$ cat config.mk
export PLATFORM = sky130hd
export DESIGN_NAME = arbs_cell
export DESIGN_NICKNAME = d
export VERILOG_FILES = /design/src/sv/arbs_pkg.sv /design/src/sv/arbs_cell.sv
export SDC_FILE = /design/constraint.sdc
export NUM_CORES = 1
export LEC_CHECK = 0
export ABC_AREA = 1
export BUFFER_PORTS_ARGS = -buffer_cell sky130_fd_sc_hd__clkbuf_2
export CAP_MARGIN = 40
export CORE_MARGIN = 4
export CORE_UTILIZATION = 25
export CTS_BUF_LIST = sky130_fd_sc_hd__clkbuf_16
export DETAILED_ROUTE_END_ITERATION = 16
export HOLD_SLACK_MARGIN = 0.02
export PLACE_DENSITY = 0.52
export SLEW_MARGIN = 30
export SYNTH_ARGS = -nofsm -noshare
export SYNTH_HDL_FRONTEND = slang
export SYNTH_SLANG_ARGS = --single-unit
$ cat constraint.sdc
create_clock -name clk_i -period 19.6 [get_ports clk_i]
set_input_delay 3.92 -clock clk_i [delete_from_list [all_inputs] [get_ports clk_i]]
set_output_delay 3.92 -clock clk_i [all_outputs]
set_load 0.02 [all_outputs]
$ cat src/sv/arbs_pkg.sv
// ----------------------------------------------------------------------------
// arbs_pkg
// Shared types and constants of the aged request buffer.
// ----------------------------------------------------------------------------
package arbs_pkg;

  localparam int unsigned ENTRIES_DEF = 16;
  localparam longint unsigned MAX_AGE_DEF = 64'd65536;

  localparam logic [2:0] ACT_TICK   = 3'd0;
  localparam logic [2:0] ACT_ALLOC  = 3'd1;
  localparam logic [2:0] ACT_SET    = 3'd2;
  localparam logic [2:0] ACT_OLDEST = 3'd3;
  localparam logic [2:0] ACT_ADDR   = 3'd4;
  localparam logic [2:0] ACT_AGE    = 3'd5;

  localparam logic [2:0] ST_FREE = 3'd0;

  typedef struct packed {
    logic [2:0]  action;
    logic [3:0]  idx;
    logic [2:0]  status;
    logic [63:0] now;
    logic [63:0] limit;
    logic [63:0] ready_at;
    logic [63:0] addr;
    logic        ans;
    logic        set_hit;
  } arbs_cmd_t;

  // Running scan result carried from cell to cell.
  typedef struct packed {
    logic        done;
    logic        found;
    logic [7:0]  pos;
    logic [63:0] best_rq;
    logic        found_ans;
    logic [7:0]  ans_pos;
    logic [63:0] best_an;
    logic        age_ok;
    logic [31:0] max_age;
  } arbs_scan_t;

endpackage

$ cat src/sv/arbs_cell.sv
// ----------------------------------------------------------------------------
// arbs_cell
// One table entry: holds its fields, updates the scan token as it passes.
// ----------------------------------------------------------------------------
module arbs_cell
  import arbs_pkg::*;
#(
  parameter int unsigned IDX_W = 4
) (
  input  logic             clk_i,
  input  logic             rst_ni,
  input  logic             act_i,
  input  logic [IDX_W-1:0] my_idx_i,
  input  logic             set_sel_i,
  input  arbs_cmd_t        cmd_i,
  input  arbs_scan_t       scan_i,
  output arbs_scan_t       scan_o
);

  logic [2:0]  status_q;
  logic [63:0] ready_q, birth_q, addr_q;
  logic        ans_q;
  logic        rdy, take, ch;
  logic [63:0] age;
  arbs_scan_t  s;

  assign rdy  = (status_q == cmd_i.status) && (ready_q <= cmd_i.now);
  assign take = act_i && !scan_i.done && (cmd_i.action == ACT_ALLOC) && (status_q == ST_FREE);
  assign ch   = act_i && (cmd_i.action == ACT_SET) && set_sel_i;
  assign age  = cmd_i.now - birth_q;

  always_comb begin
    s = scan_i;
    if (act_i) begin
      case (cmd_i.action)
        ACT_ALLOC: begin
          if (take) begin
            s.done = 1'b1; s.found = 1'b1; s.pos = 8'(my_idx_i);
          end
        end
        ACT_OLDEST: begin
          if (rdy) begin
            if (ans_q) begin
              if (!s.found_ans || birth_q < s.best_an) begin
                s.found_ans = 1'b1; s.ans_pos = 8'(my_idx_i); s.best_an = birth_q;
              end
            end else if (!s.found || birth_q < s.best_rq) begin
              s.found = 1'b1; s.pos = 8'(my_idx_i); s.best_rq = birth_q;
            end
          end
        end
        ACT_ADDR: begin
          if (!s.done && rdy && addr_q == cmd_i.addr) begin
            s.done = 1'b1; s.found = 1'b1; s.pos = 8'(my_idx_i);
          end
        end
        ACT_AGE: begin
          if (!s.done && status_q != ST_FREE) begin
            if (birth_q < cmd_i.limit) begin
              s.done = 1'b1; s.age_ok = 1'b0;
            end else if (age > {32'd0, s.max_age}) begin
              s.max_age = (age[63:32] != 32'd0) ? 32'hFFFF_FFFF : age[31:0];
            end
          end
        end
        default: ;
      endcase
    end
  end

  always_ff @(posedge clk_i or negedge rst_ni) begin
    if (!rst_ni) begin
      scan_o   <= '0;
      status_q <= ST_FREE;
    end else begin
      scan_o <= s;
      if (take) begin
        status_q <= cmd_i.status;
      end else if (ch) begin
        status_q <= cmd_i.status;
      end
    end
  end

  always_ff @(posedge clk_i) begin
    if (take) begin
      ready_q <= cmd_i.ready_at;
      birth_q <= cmd_i.now;
      addr_q  <= cmd_i.addr;
      ans_q   <= cmd_i.ans;
    end else if (ch) begin
      if (cmd_i.status == ST_FREE) begin
        ready_q <= cmd_i.now;
        birth_q <= cmd_i.now;
        addr_q  <= '0;
        ans_q   <= 1'b0;
      end else begin
        ready_q <= cmd_i.ready_at;
      end
    end
  end

endmodule

# == Word-level counts from Yosys, hierarchy flattened ==
# Cells that the tools add are included.
# word_totals
elab_cells,81
inputBits,456
ff_bits,376
# op_classes
eq_ne,7
order_cmp,5
n_mux,33
n_reduce_logical,21
addsub,1
# op_table
operator,count
64-bit two-way mux,9
73-bit two-way mux,4
64-bit < comparator,3
180-bit two-way mux,1
146-bit two-way mux,1
137-bit two-way mux,1
32-bit two-way mux,3
33-bit two-way mux,2
64-bit equality test,1
64-bit by 32-bit greater-than comparator with 1-bit output,1
64-bit <= comparator,1
64-bit subtractor,1
32-bit nonzero test,1
9-bit case mux with 3 select lines,1
10-bit two-way mux,2
1-bit logical AND,9
3-bit by 2-bit equality test with 1-bit output (second input constant),2
3-bit equality test (second input constant),2
3-bit logical NOT,2
1-bit two-way mux,6
3-bit two-way mux,2
2-bit nonzero test,2
3-bit by 1-bit equality test with 1-bit output (second input constant),1
3-bit equality test,1
other kinds (5),8

# == Longest topological paths before layout ==
# logic_depth
ltp_word,8
ltp_mapped,28
depth_no_buf,27

# == Least setup slack after synthesis ==
# No wires, ideal clock.
# synth_timing
path_type,input -> register
start,input port cmd_i[265] in the netlist's numbering
end,register addr_q[0] (enable)
n_path_buf,0
slack_ns,5.591
setup_time_ns,0.795
required_ns,18.805
t_arrival_ns,13.214
stages,3
cell_sequence,nor3_1 nand3_1 o21ai_0
# synth_via
elab_chain_cells,5
word_cells_on_any_way,9
# synth_lines
item,line_no,rtl
from (decl),arbs_cell.sv:15,"input arbs_cmd_t cmd_i,"
3-bit by 1-bit equality test with 1-bit output / 3-bit by 2-bit equality test with 1-bit output (equally long branches),"arbs_cell.sv:28, arbs_cell.sv:29",
"1-bit logical AND, on equally long branches (2 in a row)","arbs_cell.sv:28, arbs_cell.sv:29",
2-bit nonzero test (no source line),n/a,
2-bit AND reduction (no source line) (*),n/a,
to (signal assigned),arbs_cell.sv:89,addr_q <= cmd_i.addr;
to (decl),arbs_cell.sv:21,"logic [63:0] ready_q, birth_q, addr_q;"
# Mark *: on every way between the ends. The rest lies on a longest branch, timed or not.
# A chain may end at the register's enable or synchronous reset.

==> results.toml <==
[cts]
htree_levels = 2
cts_setup_buffers = 0
path_clk_slew_ns = 0.06
cts_hold_buf = 0
clockBufferDepth = 3
cts_root_buf = "clkbuf_16"
clock-sinks = 376
cts_made_buffers = 51
cts_resized = 0
insertion_delay_ns = 0.65
cts_tree = "built"

[sta]
hold_viol = 0
worst_slack_ns = 11.18
fin_skew_ns = 0.0419
slew_viol_final = 0
finalCritPeriodShare_pct = 43.0
rsz0062_at_grt = "no"
layout_min_cycle_time_ns = 8.42
max_slew_margin_pct = 44.5
tns_ns = 0
clock.fmax_mhz = 119
finalSetupViolCount = 0
worstMarginPinSlew_ns = 0.833

[cells_and_area]
final_nets = 5300
instances_no_fill = 6062
areaGrowthSynthToFinish_pct = 23.6
multi_input_area_mm2 = 0.0147
fill_cells = 12400
drive_gt1_share_pct = 17.1
final_cell_area_mm2 = 0.0351
seqCellArea_mm2 = 0.0104

[job]
cap_violations = 0

[floorplanning]
die_w_um = 345
rows = 123
io_pins = 636
initial_core_util_pct = 25.2
core_area_mm2 = 0.113
fp.dieH_um = 345
dieArea_mm2 = 0.119

[yosys]
synth_enable_flop_cells = 193
syn_inst = 3855
syn_area_mm2 = 0.0284
seq_area_frac_synth_pct = 36.5
ys_types = 54
synth-seq-cells = 376
synthArstFlopShare_pct = 48.7
yosysWarnings = 0
synth_ff_type = "edfxtp_1"
syn-mean-instance-area_um2 = 7.36
syn-num-nets = 4660

[setup_path]
max_stage_delay_ns = 0.58
critPathMaxFanout = 32
crit_top_cell = "nand2_1"
cp.required_ns = 20.10
arrival_ns = 8.92
cp-end-kind = "register"
cp_slowest_cell = "nand2_4"
worst_setup_path_start_kind = "input pin"
r2r_cells = 21
crit_type = "input pin to register"

[power]
power_density_mw_per_mm2 = 62.7
vdd_drop_max_mv = 0.0646
power.total_w = 0.00220
leakage_nw = 19.1

[place]
port_buffers = 630
placed_cells = 5938
place.gp.congestion = 0.925
dp_worst_setup_slack_ns = 10.45
placed_area_mm2 = 0.0333
detailed_place_hpwl_um = 98700

[global_route]
antenna_found_initial = 33
met2_usage_pct = 32.9
busiest_layer = "met2"
grt_pass1_vias = 26500
met1_usage_pct = 23.8
grt_usage_pct = 19.1
grtUsageMet3_pct = 3.61
grt_max_degree = 77
overflow = 0
grt_pass1_wl_um = 167000

[route]
wl_per_cell_um = 19.4
drtIter0Drc = 1727
antenna_left = 0
routed_wl_um = 118000
dr_total_vias = 27000
viasPerCell = 4.45
dr.pass1.iters = 5
drcViolationCount = 0

[hold_path]
whs_path_depth = 1
min_path_type = "register to register"

[run_status]
run_status = "complete, no violations"
[report_power, final]
part | switching [W] | internal, W
Clock | 0.000400 | 0.000507
Sequential | 0.0000126 | 0.000860
Combinational | 0.000272 | 0.000148
Total | 0.000685 | 0.00151
[stage by stage]
stage / utilization (%) / hold WS (ns)
floorplan: - / 0.525
global route: 31.1 / 0.596
CTS: 31.0 / 0.578
finish: 31.1 / 0.575
global placement: 29.5 / 0.550
detailed placement: 29.6 / 0.564
[path summary, 6_finish.rpt]
| kind | start | to | slack (ns) |
|---|---|---|---|
| setup / recovery | cmd_i[194] | scan_o[1] | 11.18 |
| max in group asynchronous | rst_ni | scan_o[125] | 15.05 |
| setup reg to reg | birth_q[28] | scan_o[1] | 14.09 |
| hold / removal | status_q[2] | status_q[2] | 0.57 |
| min in group asynchronous | rst_ni | scan_o[150] | 3.29 |
| hold reg to reg | status_q[2] | status_q[2] | 0.57 |
[sequential cells by signal, summed over array words and instances (netlist names)]
register	count
addr_q	64
ans_q	1
birth_q	64
ready_q	64
scan_o	180
status_q	3
[placed cells by master (no fill, tap or decap), drive strengths merged, types with 12 or more instances in the layout]
cell type	count
a21oi	279
buf	22
clkbuf	681
clkinv	23
dfrtp	183
diode	24
edfxtp	193
ha	348
inv	832
nand2	1038
nand3	128
nand3b	46
nand4	40
nor2	327
nor3	32
nor4	15
o21a	12
o21ai	210
xnor2	23
xor2	45
[kinds of logic (layout without fill, tap and decap cells)]
| logic type | after synthesis | in the layout | share of synthesized area [%] |
|---|---|---|---|
| simple gates | 1640 | 1640 | 23.9 |
| buf+inv | 880 | 1563 | 11.9 |
| compound gates | 541 | 541 | 10.1 |
| flops | 376 | 376 | 36.5 |
| fa+ha+maj | 349 | 349 | 15.4 |
| xor+xnor | 68 | 68 | 2.10 |
| mux | 1 | 1 | 0.0397 |
| other cells | 0 | 24 | 0 |
[Yosys cell counts, types with 2 or more instances]
master     instances  share of area (%)
a211oi_1           5               0.13
a21oi_1          278                4.9
and2_1             2              0.044
buf_1              4              0.053
buf_2             19               0.33
buf_4              2              0.053
buf_6              6               0.24
clkbuf_1          33               0.44
clkinv_1           3              0.040
dfrtp_1          183                 16
edfxtp_1         193                 20
ha_1             348                 15
inv_1            796                 11
inv_2             17               0.22
nand2_1         1034                 14
nand2_2            3              0.066
nand3_1          125                2.2
nand3_2            3               0.11
nand3b_1          46                1.2
nand4_1           40               0.88
nor2_1           318                4.2
nor2_2             7               0.15
nor2_4             2              0.079
nor3_1            30               0.53
nor3_2             2              0.071
nor4_1            15               0.33
o2111ai_1          5               0.15
o211ai_1           8               0.21
o21a_1            12               0.32
o21ai_0          201                3.5
o21ai_1            9               0.16
o21bai_1           6               0.16
o221a_2            2              0.079
o221ai_1           5               0.15
or2_2              8               0.18
xnor2_1           23               0.71
xor2_1            45                1.4
[cell type report]
| type | instances | share of cell area [%] |
|---|---|---|
| Multi-Input combinational cell | 2599 | 41.8 |
| Sequential cell | 376 | 29.6 |
| Timing Repair Buffer | 651 | 9.82 |
| Inverter | 816 | 8.73 |
| Tap cell | 1500 | 5.35 |
| Clock buffer | 52 | 3.71 |
| Clock inverter | 44 | 0.820 |
| Antenna cell | 24 | 0.171 |
[worst max-delay path, delay by kind of cell]
family,cells,cell delay (ns)
xor+xnor,1,0.38
fa+ha+maj,3,0.86
buf+inv,5,0.40
compound gates,1,0.11
simple gates,16,3.20
[layer usage]
metal | vias up | wire length, um
li1 | 13600 | -
met1 | 12400 | 49400
met2 | 793 | 56500
met3 | 175 | 7600
met4 | 8 | 4110
met5 | - | 45
Note: power is estimated with default switching activity, not from simulation.
